File: src/rtl/core/ntvs_pkg.sv
// ----------------------------------------------------------------------------
// ntvs_pkg: shared types and constants for the nearest table value snap core
// Field widths, function and range codes, the search token control group and
// the fetch sequencer states.
// ----------------------------------------------------------------------------
package ntvs_pkg;

  // default sizing of the note table
  localparam int unsigned DEF_TABLE_DEPTH = 256;
  localparam int unsigned DEF_VALUE_BITS  = 24;

  // fixed field widths on the ports
  localparam int unsigned FIELD_VALUE_W = 24;
  localparam int unsigned FIELD_INDEX_W = 8;
  localparam int unsigned COUNT_W       = 9;

  // function codes carried in tuser of the input word
  localparam logic FUNC_WRITE = 1'b0;
  localparam logic FUNC_QUERY = 1'b1;

  // range flag of a result
  typedef enum logic [1:0] {
    RANGE_INSIDE = 2'd0,
    RANGE_BELOW  = 2'd1,
    RANGE_ABOVE  = 2'd2,
    RANGE_EMPTY  = 2'd3
  } range_flag_t;

  // head fetch sequencer
  typedef enum logic [1:0] {
    HEAD_IDLE,
    HEAD_FIRST,
    HEAD_LAST
  } head_state_t;

  // control part of the token passed along the cell chain
  typedef struct packed {
    logic        valid;
    range_flag_t flag;
  } snap_ctl_t;

endpackage

File: src/rtl/core/ntvs_tail.sv
// ----------------------------------------------------------------------------
// ntvs_tail: neighbor choice and result register
// Picks the nearer of the two final neighbors (ties to the lower index), the
// clamp entry or, if empty, the query at index 0; holds the result for output.
// ----------------------------------------------------------------------------
module ntvs_tail
  import ntvs_pkg::*;
#(
  parameter int unsigned TABLE_DEPTH = DEF_TABLE_DEPTH,
  parameter int unsigned VALUE_BITS  = DEF_VALUE_BITS,
  localparam int unsigned IDXW = $clog2(TABLE_DEPTH)
) (
  input  logic                     clk,
  input  logic                     rst,
  // token from the last cell
  input  snap_ctl_t                in_ctl,
  input  logic [IDXW-1:0]          in_lo,
  input  logic [IDXW-1:0]          in_hi,
  input  logic [VALUE_BITS-1:0]    in_lo_val,
  input  logic [VALUE_BITS-1:0]    in_hi_val,
  input  logic [VALUE_BITS-1:0]    in_v,
  // result channel
  output logic                     out_valid,
  input  logic                     out_ready,
  output logic [FIELD_VALUE_W-1:0] out_snapped,
  output logic [FIELD_INDEX_W-1:0] out_note_index,
  output range_flag_t              out_flag,
  // result moved into the output register
  output logic                     done
);

  snap_ctl_t             pend;
  logic [IDXW-1:0]       lo;
  logic [IDXW-1:0]       hi;
  logic [VALUE_BITS-1:0] lo_val;
  logic [VALUE_BITS-1:0] hi_val;
  logic [VALUE_BITS-1:0] v;

  logic [VALUE_BITS-1:0]               d_lo;
  logic [VALUE_BITS-1:0]               d_hi;
  logic [VALUE_BITS-1:0]               pick_val;
  logic [IDXW-1:0]                     pick_idx;
  logic [VALUE_BITS+FIELD_VALUE_W-1:0] pick_val_ext;
  logic [IDXW+FIELD_INDEX_W-1:0]       pick_idx_ext;
  logic                                move;

  // pending token, held until the output register frees up
  always_ff @(posedge clk) begin
    if (rst) begin
      pend.valid <= 1'b0;
    end else if (in_ctl.valid) begin
      pend.valid <= 1'b1;
    end else if (move) begin
      pend.valid <= 1'b0;
    end
    if (in_ctl.valid) begin
      pend.flag <= in_ctl.flag;
      lo        <= in_lo;
      hi        <= in_hi;
      lo_val    <= in_lo_val;
      hi_val    <= in_hi_val;
      v         <= in_v;
    end
  end

  // distances to both neighbors
  assign d_hi = (hi_val >= v) ? (hi_val - v) : (v - hi_val);
  assign d_lo = (v >= lo_val) ? (v - lo_val) : (lo_val - v);

  // select the entry
  always_comb begin
    pick_val = lo_val;
    pick_idx = lo;
    unique case (pend.flag)
      RANGE_EMPTY: begin
        pick_val = v;
        pick_idx = '0;
      end
      RANGE_BELOW: begin
        pick_val = lo_val;
        pick_idx = lo;
      end
      RANGE_ABOVE: begin
        pick_val = hi_val;
        pick_idx = hi;
      end
      RANGE_INSIDE: begin
        if (d_hi < d_lo) begin
          pick_val = hi_val;
          pick_idx = hi;
        end
      end
      default: begin
        pick_val = lo_val;
        pick_idx = lo;
      end
    endcase
  end

  assign pick_val_ext = (VALUE_BITS + FIELD_VALUE_W)'(pick_val);
  assign pick_idx_ext = (IDXW + FIELD_INDEX_W)'(pick_idx);

  // output register
  assign move = pend.valid && (!out_valid || out_ready);
  assign done = move;

  always_ff @(posedge clk) begin
    if (rst) begin
      out_valid <= 1'b0;
    end else if (move) begin
      out_valid <= 1'b1;
    end else if (out_ready) begin
      out_valid <= 1'b0;
    end
    if (move) begin
      out_snapped    <= pick_val_ext[FIELD_VALUE_W-1:0];
      out_note_index <= pick_idx_ext[FIELD_INDEX_W-1:0];
      out_flag       <= pend.flag;
    end
  end

endmodule

File: config.mk
export PLATFORM = sky130hd
export DESIGN_NAME = ntvs_tail
export DESIGN_NICKNAME = d
export VERILOG_FILES = /design/src/rtl/core/ntvs_pkg.sv /design/src/rtl/core/ntvs_tail.sv
export SDC_FILE = /design/constraint.sdc
export NUM_CORES = 1
export LEC_CHECK = 0
export BUFFER_PORTS_ARGS = -buffer_cell sky130_fd_sc_hd__buf_2
export CAP_MARGIN = 20
export CORE_MARGIN = 2
export CORE_UTILIZATION = 59
export CTS_CLUSTER_SIZE = 16
export DETAILED_ROUTE_END_ITERATION = 12
export PLACE_DENSITY = 0.79
export SKIP_CTS_REPAIR_TIMING = 1
export SLEW_MARGIN = 30
export SYNTH_ARGS = -nofsm -noshare
export SYNTH_HDL_FRONTEND = slang
export SYNTH_SLANG_ARGS = --single-unit
File: constraint.sdc
create_clock -name clk -period 5.47 [get_ports clk]
set_clock_uncertainty 0.2 [all_clocks]
set_input_delay 1.641 -clock clk [delete_from_list [all_inputs] [get_ports clk]]
set_output_delay 1.641 -clock clk [all_outputs]
set_load 0.01 [all_outputs]
==> key figures, run 1 <==
Logic synthesis
  – Netlist cell types: 63
  – Synth Flop Type: edfxtp_1
  – Cell with the most instances after synthesis: edfxtp_1
  – Area leader, netlist: edfxtp_1
  – Sequential area share after synthesis: 39.4%
  – Async set or reset register ratio after synthesis: 0%
  – Post-synthesis cell count: 967
  – Cell Area, Synth: 9560 um2
  – Number of synthesized flops with an enable pin: 124
  – Avg Inst Size Synth: 9.88 um2
  – Synth top cells by count: edfxtp_1 (124), ha_1 (117), inv_1 (109)
  – Syn Nets: 1182
  – Main area contributors after synthesis: edfxtp_1 (39%), ha_1 (15%), a21oi_1 (5.0%), inv_1 (4.3%), a21o_1 (3.8%)
  – Synth warn: 0
  – Synth top area share: 39.0%
  – Yosys reg bits: 126

Clock tree
  – CTS tree: built
  – Clk Tree Root Cell: clkbuf_16
  – Sink Count: 126
  – Reg clk slew, reported paths: 60 ps
  – CTS Buffer Depth: 2
  – H-tree levels: 4
  – Num CTS Buffers: 17
  – Clock Latency Late Sink: 440 ps

Critical path
  – Crit path max fanout: 32
  – R2R depth: 20
  – Critical-path cell list: ha_2 > and4_4 > nand2_1 > or4_1 > o221a_1 > o21ai_4 > buf_12 > mux2i_2 > a31oi_1 > xor2_1 > ha_1 > a21o_1 > a21o_1 > a21oi_1 > nand3_1 > a21o_1 > nand2_1 > o21bai_2 > buf_12 > o221a_2
  – Critical Path Source Type: flop
  – Worst Setup End Kind: flop
  – Crit path DAT: 5210 ps
  – CP dominant cell by count: a21o_1
  – Worst Path Required: 5450 ps
  – Crit path max-delay cell type: or4_1
  – Crit Path Category: flop to flop
  – Max incr delay on CP: 510 ps

Routing
  – Final ANT Viol Nets: 0
  – DR vias/cell: 6.18
  – Uppermost layer routed: met4
  – Met1 Wirelength: 11600 um
  – Met2 wire length: 12200 um
  – DR pass1 iterations: 5
  – Detailed Route WL: 26700 um
  – DR WL/cell: 20.1 um
  – Iter 0 DRT Violations: 964
  – Drt drc: 0
  – DR WL met3: 2310 um
  – DR vias: 8205

Timing
  – Fmax: 0.191 GHz
  – Max_slew headroom: 46.7%
  – Fin crit share: 95.7%
  – Setup ws final: 238 ps
  – Worst-margin pin slew: 800 ps
  – Minimum clock period after layout: 5230 ps
  – Final Hold Vio Count: 0
  – Final setup violation count: 0
  – Final Max Slew Viols: 0

Global routing
  – Largest net degree at the start of global routing: 68
  – Total track usage: 30.9%
  – Global route overflow: 0
  – Initial antenna violation count: 0
  – First-pass GRT wire length: 41700 um
  – Vias in the first global route: 7916

Final layout
  – Final #Nets: 1313
  – # diodes: 0
  – Layout area overhead: 17.6%
  – Core Util, Final: 70.7%
  – Share of cells above drive strength 1: 21.7%
  – Fill cell total of the finished layout: 1257

Die
  – Die Height: 131 um
  – I/O pins: 130
  – Die area: 17200 um2
  – Die X: 131 um
  – Rows: 46
  – Starting density of the core: 60.2%
  – Placeable Area: 15900 um2

Place
  – Count of input and output buffers: 129
  – Pre-CTS setup slack: 192 ps
  – DPL Wire Length: 19600 um
  – RePlAce Congestion: 1.03

Power
  – Sw Pwr: 1520 uW
  – Total power: 4040 uW
  – Sw Ratio: 37.7%
  – Power per cell area: 359 nW/um2
  – Peak VDD IR: 289 uV
  – Leakage Power: 0.00512 uW
  – Internal: 2520 uW
  – Logic pwr share: 42.0%
  – Clk network pwr share: 27.4%
  – Reg power frac: 30.6%

Worst hold path
  – Hold Crit Depth: 2
  – Worst Hold Class: flop to flop

Flow run
  – Max-cap viol count: 0

Run status
  – Status: complete, no violations
==> worst paths after layout <==
| check | startpoint | end | slack [ps] |
|---|---|---|---|
| max reg2reg | v[15] | out_snapped[22] | 240 |
| min | pend[2] | out_valid | 330 |
| min reg2reg | pend[2] | out_valid | 330 |
| max | v[15] | out_snapped[22] | 240 |
==> layout by cell type, fill, tap and decap left out, drive strengths merged, types with 11 or more instances in the layout <==
cell type / netlist / routed
mux2i: 17 / 17
clkbuf: 36 / 18
nand2: 41 / 41
a21oi: 95 / 95
a31oi: 11 / 11
buf: 14 / 161
nor2: 35 / 35
xnor2: 26 / 26
o221a: 25 / 25
ha: 117 / 117
o21bai: 14 / 14
a21o: 48 / 48
o21ai: 53 / 53
inv: 109 / 119
nand4: 17 / 17
nor2b: 13 / 13
edfxtp: 124 / 124
xor2: 18 / 18
nand3: 36 / 36
==> kinds of logic (layout without fill, tap and decap cells) <==
kind of cell               count (synthesis)  count (layout)  share of synthesized area [%]
AOI/OAI and AO/OA                        314             314                           22.0
xor gates and xnor gates                  44              44                           4.03
buffers and inverters                    159             303                           6.70
adders and majority gates                121             121                           16.2
DFF                                      126             126                           39.4
and+or+nand+nor                          185             185                           9.79
muxes                                     18              18                           1.90
==> routing by layer <==
layer	up-vias	GRT usage (%)
met1	3909	43.2
met3	49	7.33
li1	3834	-
met4	0	9.78
met5	-	0
met2	413	48.0
==> power by group through the flow <==
stage	Combinational (uW)	Clock (uW)	Sequential [uW]
3_3_place_gp	1600	0	1250
4_1_cts	1630	1120	1240
5_1_grt	1840	1160	1250
6_report	1690	1110	1240
3_5_place_dp	1610	0	1250
2_1_floorplan	1100	0	1260
==> state kept, by name (all words and copies together), names as in the netlist <==
signal / count
out_valid: 1
out_flag: 2
out_snapped: 24
v: 24
hi: 8
lo_val: 24
pend: 3
hi_val: 24
lo: 8
out_note_index: 8
==> stage by stage <==
stage / hold WS, ps / instance area, um2 / cells / TNS, ps
CTS: 331 / 11100 / 1326 / 0
global placement: 274 / 10600 / 1294 / 0
finish: 332 / 11200 / 1327 / 0
global route: 374 / 11200 / 1327 / -1.55
detailed placement: 318 / 10600 / 1294 / 0
floorplan: 224 / 9560 / 967 / 0
==> critical path: cells and delay by family, from the launching register on <==
| kind | cells | cell delay, ps |
|---|---|---|
| and+or+nand+nor | 5 | 1070 |
| muxes | 1 | 290 |
| buffers and inverters | 2 | 400 |
| AOI/OAI and AO/OA | 9 | 1710 |
| adders and majority gates | 2 | 660 |
| DFF | 1 | 460 |
| xor gates and xnor gates | 1 | 150 |
==> final cells by class <==
cell class	instances	area, um2	share of cell area (%)
multi-input cells	682	5240	46.6
repair buffers	162	988	8.80
clock buffers	17	425	3.79
clock inverters	15	140	1.25
inverters	109	409	3.64
well taps	216	270	2.41
flip-flops and latches	126	3760	33.5
(Power assumes the default switching activity.)
==> run 2: changes to the inputs <==
- ABC_AREA: default -> 1
- CORE_UTILIZATION: 59 -> 61
- GPL_TIMING_DRIVEN: default -> 0
- PLACE_DENSITY: 0.79 -> 0.83
==> run 2 against run 1 <==
Final area increased by 19%. Setup slack improved by 8.1 ps. First-iteration DRC count increased by 37%. Hold slack got worse by 30 ps. Maximum frequency increased by 0.16%. Count of clock-buffer cells in the layout increased by 1. Synthesized area increased by 23%. Critical path depth increased by 3. Global-route usage increased by 10 points. Largest power group unchanged.
==> key figures, run 2 <==
Routing
  – DR vias/cell: 6.05
  – DR vias: 12200
  – Final ANT Viol Nets: 0
  – Iter 0 DRT Violations: 1316
  – DR WL/cell: 20.7 um
  – Detailed Route WL: 41700 um
  – Drt drc: 0
  – DR pass1 iterations: 6

Global routing
  – Global route overflow: 0
  – Initial antenna violation count: 0
  – Largest net degree at the start of global routing: 55
  – Total track usage: 41.3%
  – First-pass GRT wire length: 63300 um
  – Vias in the first global route: 11800

Timing
  – Worst-margin pin slew: 698 ps
  – Max_slew headroom: 53.0%
  – Minimum clock period after layout: 5220 ps
  – Final setup violation count: 0
  – RSZ-0062 raised after global routing: no
  – Sum of negative setup slack: 0 ps
  – Setup ws final: 246 ps
  – Final Max Slew Viols: 0
  – Fmax: 0.191 GHz
  – Fin crit share: 95.5%
  – Final Hold Vio Count: 0

Logic synthesis
  – Cell with the most instances after synthesis: nand2_1
  – Yosys reg bits: 126
  – Synth warn: 0
  – Syn Nets: 1834
  – Sequential area share after synthesis: 32.1%
  – Avg Inst Size Synth: 7.25 um2
  – Netlist cell types: 43
  – Synth top area share: 31.7%
  – Area leader, netlist: edfxtp_1
  – Synth top cells by count: nand2_1 (468), inv_1 (219), a21oi_1 (148)
  – Synth Flop Type: edfxtp_1
  – Main area contributors after synthesis: edfxtp_1 (32%), nand2_1 (15%), ha_1 (12%), inv_1 (7.0%), a21oi_1 (6.3%)
  – Post-synthesis cell count: 1619
  – Number of synthesized flops with an enable pin: 124
  – Cell Area, Synth: 11700 um2
  – Async set or reset register ratio after synthesis: 0%

Place
  – DPL Wire Length: 32200 um
  – RePlAce Congestion: 1.07
  – Count of input and output buffers: 129
  – Placed Area: 12800 um2
  – Pre-CTS setup slack: 363 ps

Critical path
  – Critical Path End: out_snapped[1]
  – Worst Setup End Kind: flop
  – R2R depth: 23
  – Critical Path Start: v[0]
  – Worst r2r src: v[0]
  – Crit path max fanout: 10
  – Crit Path Category: flop to flop
  – R2R setup slack: 250 ps
  – Worst Path Required: 5500 ps
  – Critical Path Source Type: flop
  – Crit path DAT: 5250 ps
  – FF-to-FF End: out_snapped[1]

Final layout
  – # diodes: 0
  – Layout area overhead: 14.2%
  – Share of cells above drive strength 1: 13.5%
  – Core Util, Final: 71.4%
  – Design Area, Final: 13400 um2
  – Commonest non-fill, non-tap cell in the layout: nand2_1
  – Final #Nets: 1985
  – Commonest cells after routing, fill and taps aside: nand2_1 (467), inv_1 (219), a21oi_1 (146)

Clock tree
  – H-tree levels: 4
  – Clock Latency Late Sink: 420 ps
  – CTS Buffer Depth: 2
  – Clk Tree Root Cell: clkbuf_16
  – Reg clk slew, reported paths: 60 ps
  – CTS tree: built
  – Num CTS Buffers: 17
  – Sink Count: 126

Power
  – Leakage Power: 0.00676 uW
  – Peak VDD IR: 326 uV
  – Total power: 4520 uW
  – Power per cell area: 337 nW/um2

Die
  – Rows: 50
  – Starting density of the core: 62.5%
  – I/O pins: 130
  – Die Height: 143 um
  – Placeable Area: 18800 um2
  – Die X: 143 um
  – Die area: 20400 um2

Run status
  – Status: complete, no violations

Flow run
  – Max-cap viol count: 0

Worst hold path
  – Worst Hold Class: flop to flop
## run 2: changes by cell type after synthesis, sizes merged, moves of 13 or more
cell | previous run | this run
nand2 | 41 | 481
inv | 109 | 225
nor2 | 35 | 128
nand3 | 36 | 104
a21oi | 95 | 151
o21ai | 53 | 97
a21o | 48 | 14
xor2 | 18 | 44
o221a | 25 | 0
a221oi | 4 | 24
mux2i | 17 | 0
xnor2 | 26 | 9
clkbuf | 36 | 21
nor2b | 13 | 0
## run 2: report_power, final
part           leakage, uW  total [uW]  internal (uW)  switching (uW)
clock network     0.000305        1230            774             459
logic              0.00523        2040            694            1350
registers          0.00122        1240           1170            77.4
## run 2: worst max-delay path, stage by stage (launching register included)
cell and delay [ps]:
edfxtp_1 520, inv_1 150, ha_1 320, inv_1 140
fa_1 450, nand2_1 110, nand2_2 110, nand2_2 100
nand3_2 120, o21ai_2 180, nand3_2 230, buf_4 280
nand2_1 80, nand2_1 60, ha_1 310, a21o_1 180
nor2_1 140, nand2_1 130, a21oi_4 440, nand2_2 130
buf_6 180, nand2_1 60, nand3_1 140, a21oi_1 280
## run 2: area by class of cell
class                      count  area [um2]
timing repair buffer         132         722
clock inverter                14         206
sequential                   126        3760
fill                        1517        5360
buffer                        43         274
multi-input combinational   1225        6870
tap                          234         293
inverter                     225         845
clock buffer                  18         429
## run 2: how the worst min path moves through the flow
stage / from / end / slack [ps] / cells after the start
6_report: pend[2] / pend[2] / 300 / 2
5_1_grt: pend[2] / pend[2] / 340 / 2
4_1_cts: pend[2] / pend[2] / 300 / 2
3_5_place_dp: pend[2] / pend[2] / 280 / 2
3_3_place_gp: pend[2] / out_valid / 250 / 2
2_1_floorplan: pend[2] / out_valid / 240 / 2
## run 2: logic make-up (layout without fill, tap and decap cells)
kind of cell	after synthesis	after routing	share of synthesized area (%)
and+or+nand+nor	740	740	26.2
adders and majority gates	121	121	13.2
DFF	126	126	32.1
AOI/OAI and AO/OA	311	311	15.1
buffers and inverters	268	432	9.50
xor gates and xnor gates	53	53	3.96
## run 2: layer usage
layer / up-vias / GRT usage, % / share of wire, %
met1: 5560 / 51.0 / 37
li1: 5651 / - / -
met3: 155 / 9.66 / 12
met4: 0 / 19.6 / 5.0
met2: 837 / 68.6 / 46
met5: - / 0 / 0
## run 2: metrics by stage
step	instances	hold slack (ps)
final	2017	302
after global routing	2017	336
after CTS	2017	300
after detailed placement	1985	279
after global placement	1982	252
after floorplan	1619	245
==> run 3: changes to the inputs <==
- ABC_CLOCK_PERIOD_IN_PS: default -> 6040
- clock period: 5.47 -> 6.04 ns (I/O delays scaled with it)
==> run 3 against run 2 <==
Cell count unchanged. Count of clock-buffer cells in the layout unchanged. Utilization decreased by 0.053 points. Largest cell class unchanged. Non-clock buffer count unchanged. Highest routed layer unchanged. Global-route usage unchanged. First-iteration DRC count decreased by 3.3%. Sequential power decreased by 9%. Die area unchanged. Final area about the same. Setup slack improved by 250 ps. Maximum frequency decreased by 5.7%.
==> key figures, run 3 (same netlist as run 2, synthesis figures left out) <==
Timing
  – Final Hold Vio Count: 0
  – Fmax: 0.181 GHz
  – Final setup violation count: 0
  – RSZ-0062 raised after global routing: no
  – Minimum clock period after layout: 5540 ps
  – Max_slew headroom: 45.7%
  – Setup ws final: 500 ps
  – Worst-margin pin slew: 814 ps
  – Sum of negative setup slack: 0 ps
  – Fin crit share: 91.7%
  – Final Max Slew Viols: 0

Routing
  – DR pass1 iterations: 7
  – Detailed Route WL: 41700 um
  – DR WL/cell: 20.7 um
  – Final ANT Viol Nets: 0
  – DR vias/cell: 6.02
  – Drt drc: 0
  – Iter 0 DRT Violations: 1273
  – DR vias: 12100

Critical path
  – Crit path max fanout: 10
  – Critical-path cell list: inv_1 > ha_1 > inv_1 > fa_1 > nand2_1 > nand2_2 > a21oi_1 > nand2b_1 > nand3_1 > nand2_1 > nand2_1 > nand2_1 > nand2_1 > ha_1 > nand2_1 > nor2_1 > nand3_1 > inv_1 > a21oi_4 > clkbuf_1 > nand3_1 > nand3_1 > a21oi_1
  – Critical Path Source Type: flop
  – Max incr delay on CP: 660 ps
  – Worst Path Required: 5990 ps
  – Crit path DAT: 5490 ps
  – CP dominant cell by count: nand2_1
  – Crit Path Category: flop to flop
  – Worst Setup End Kind: flop
  – Crit path max-delay cell type: a21oi_1

Die
  – I/O pins: 130
  – Starting density of the core: 62.5%
  – Rows: 50
  – Placeable Area: 18800 um2
  – Die X: 143 um
  – Die Height: 143 um
  – Die area: 20400 um2

Final layout
  – Commonest cells after routing, fill and taps aside: nand2_1 (468), inv_1 (219), a21oi_1 (147)
  – Core Util, Final: 71.4%
  – Post-Layout Cell Count: 2017
  – Commonest non-fill, non-tap cell in the layout: nand2_1
  – Final #Nets: 1985
  – # diodes: 0
  – Multi-input combinational cell area: 6870 um2
  – Layout area overhead: 14.2%
  – FF/Latch Area: 3760 um2
  – Fill cell total of the finished layout: 1516
  – Share of cells above drive strength 1: 13.2%

Clock tree
  – H-tree levels: 4
  – Sink Count: 126
  – CTS Buffer Depth: 2
  – Num CTS Buffers: 17
  – Clk Tree Root Cell: clkbuf_16
  – Reg clk slew, reported paths: 60 ps
  – Clock Latency Late Sink: 420 ps
  – CTS tree: built

Run status
  – Status: complete, no violations

Global routing
  – Global route overflow: 0
  – Vias in the first global route: 11800
  – Total track usage: 41.3%
  – Initial antenna violation count: 0
  – First-pass GRT wire length: 63300 um
  – Largest net degree at the start of global routing: 55

Place
  – Placed Cells: 1985
  – Count of input and output buffers: 129
  – RePlAce Congestion: 1.07
  – DPL Wire Length: 32200 um
  – Pre-CTS setup slack: 933 ps

Power
  – Peak VDD IR: 298 uV
  – Leakage Power: 0.00675 uW
  – Power per cell area: 305 nW/um2
  – Total power: 4090 uW

Flow run
  – Max-cap viol count: 0

Worst hold path
  – Worst Hold Class: flop to flop
[run 3: cell types whose count changed in the layout (fill, tap and decap cells not counted), sizes merged]
cell,change
clkbuf,+1
buf,-1
[run 3: worst paths after layout]
path	startpoint	endpoint	slack (ps)	cells past startpoint
setup / recovery	v[0]	out_snapped[16]	500	23
hold / removal	pend[2]	pend[2]	300	2
hold reg to reg	pend[2]	pend[2]	300	2
setup reg to reg	v[0]	out_snapped[16]	500	23
[run 3: per-layer routing]
layer	up-vias	global-route usage [%]	wire [um]
met4	0	19.6	2080
li1	5643	-	-
met1	5521	51.0	15200
met5	-	0	0
met3	151	9.66	5140
met2	826	68.6	19200
[run 3: where the power goes]
part	switching, uW	internal [uW]	leakage, uW
Clock	417	701	0.000305
Combinational	1220	625	0.00522
Sequential	70.0	1060	0.00122
[run 3: layout make-up]
| class | count | area share, % |
|---|---|---|
| Buffer | 43 | 2.02 |
| Timing Repair Buffer | 132 | 5.39 |
| Inverter | 225 | 6.30 |
| Clock buffer | 18 | 3.20 |
| Clock inverter | 14 | 1.54 |
| Sequential cell | 126 | 28.1 |
| Multi-Input combinational cell | 1225 | 51.3 |
| Tap cell | 234 | 2.19 |
[run 3: worst max-delay path: cells and delay by family (launching register included)]
| family | cells | cell delay, ps |
|---|---|---|
| buffers and inverters | 4 | 870 |
| adders and majority gates | 3 | 1030 |
| and+or+nand+nor | 13 | 1400 |
| DFF | 1 | 520 |
| AOI/OAI and AO/OA | 3 | 1220 |
[run 3: metrics by stage]
stage	hold slack [ps]	instance area [um2]
3_3_place_gp	252	12700
2_1_floorplan	245	11700
3_5_place_dp	279	12800
6_report	301	13400
4_1_cts	300	13400
5_1_grt	336	13400
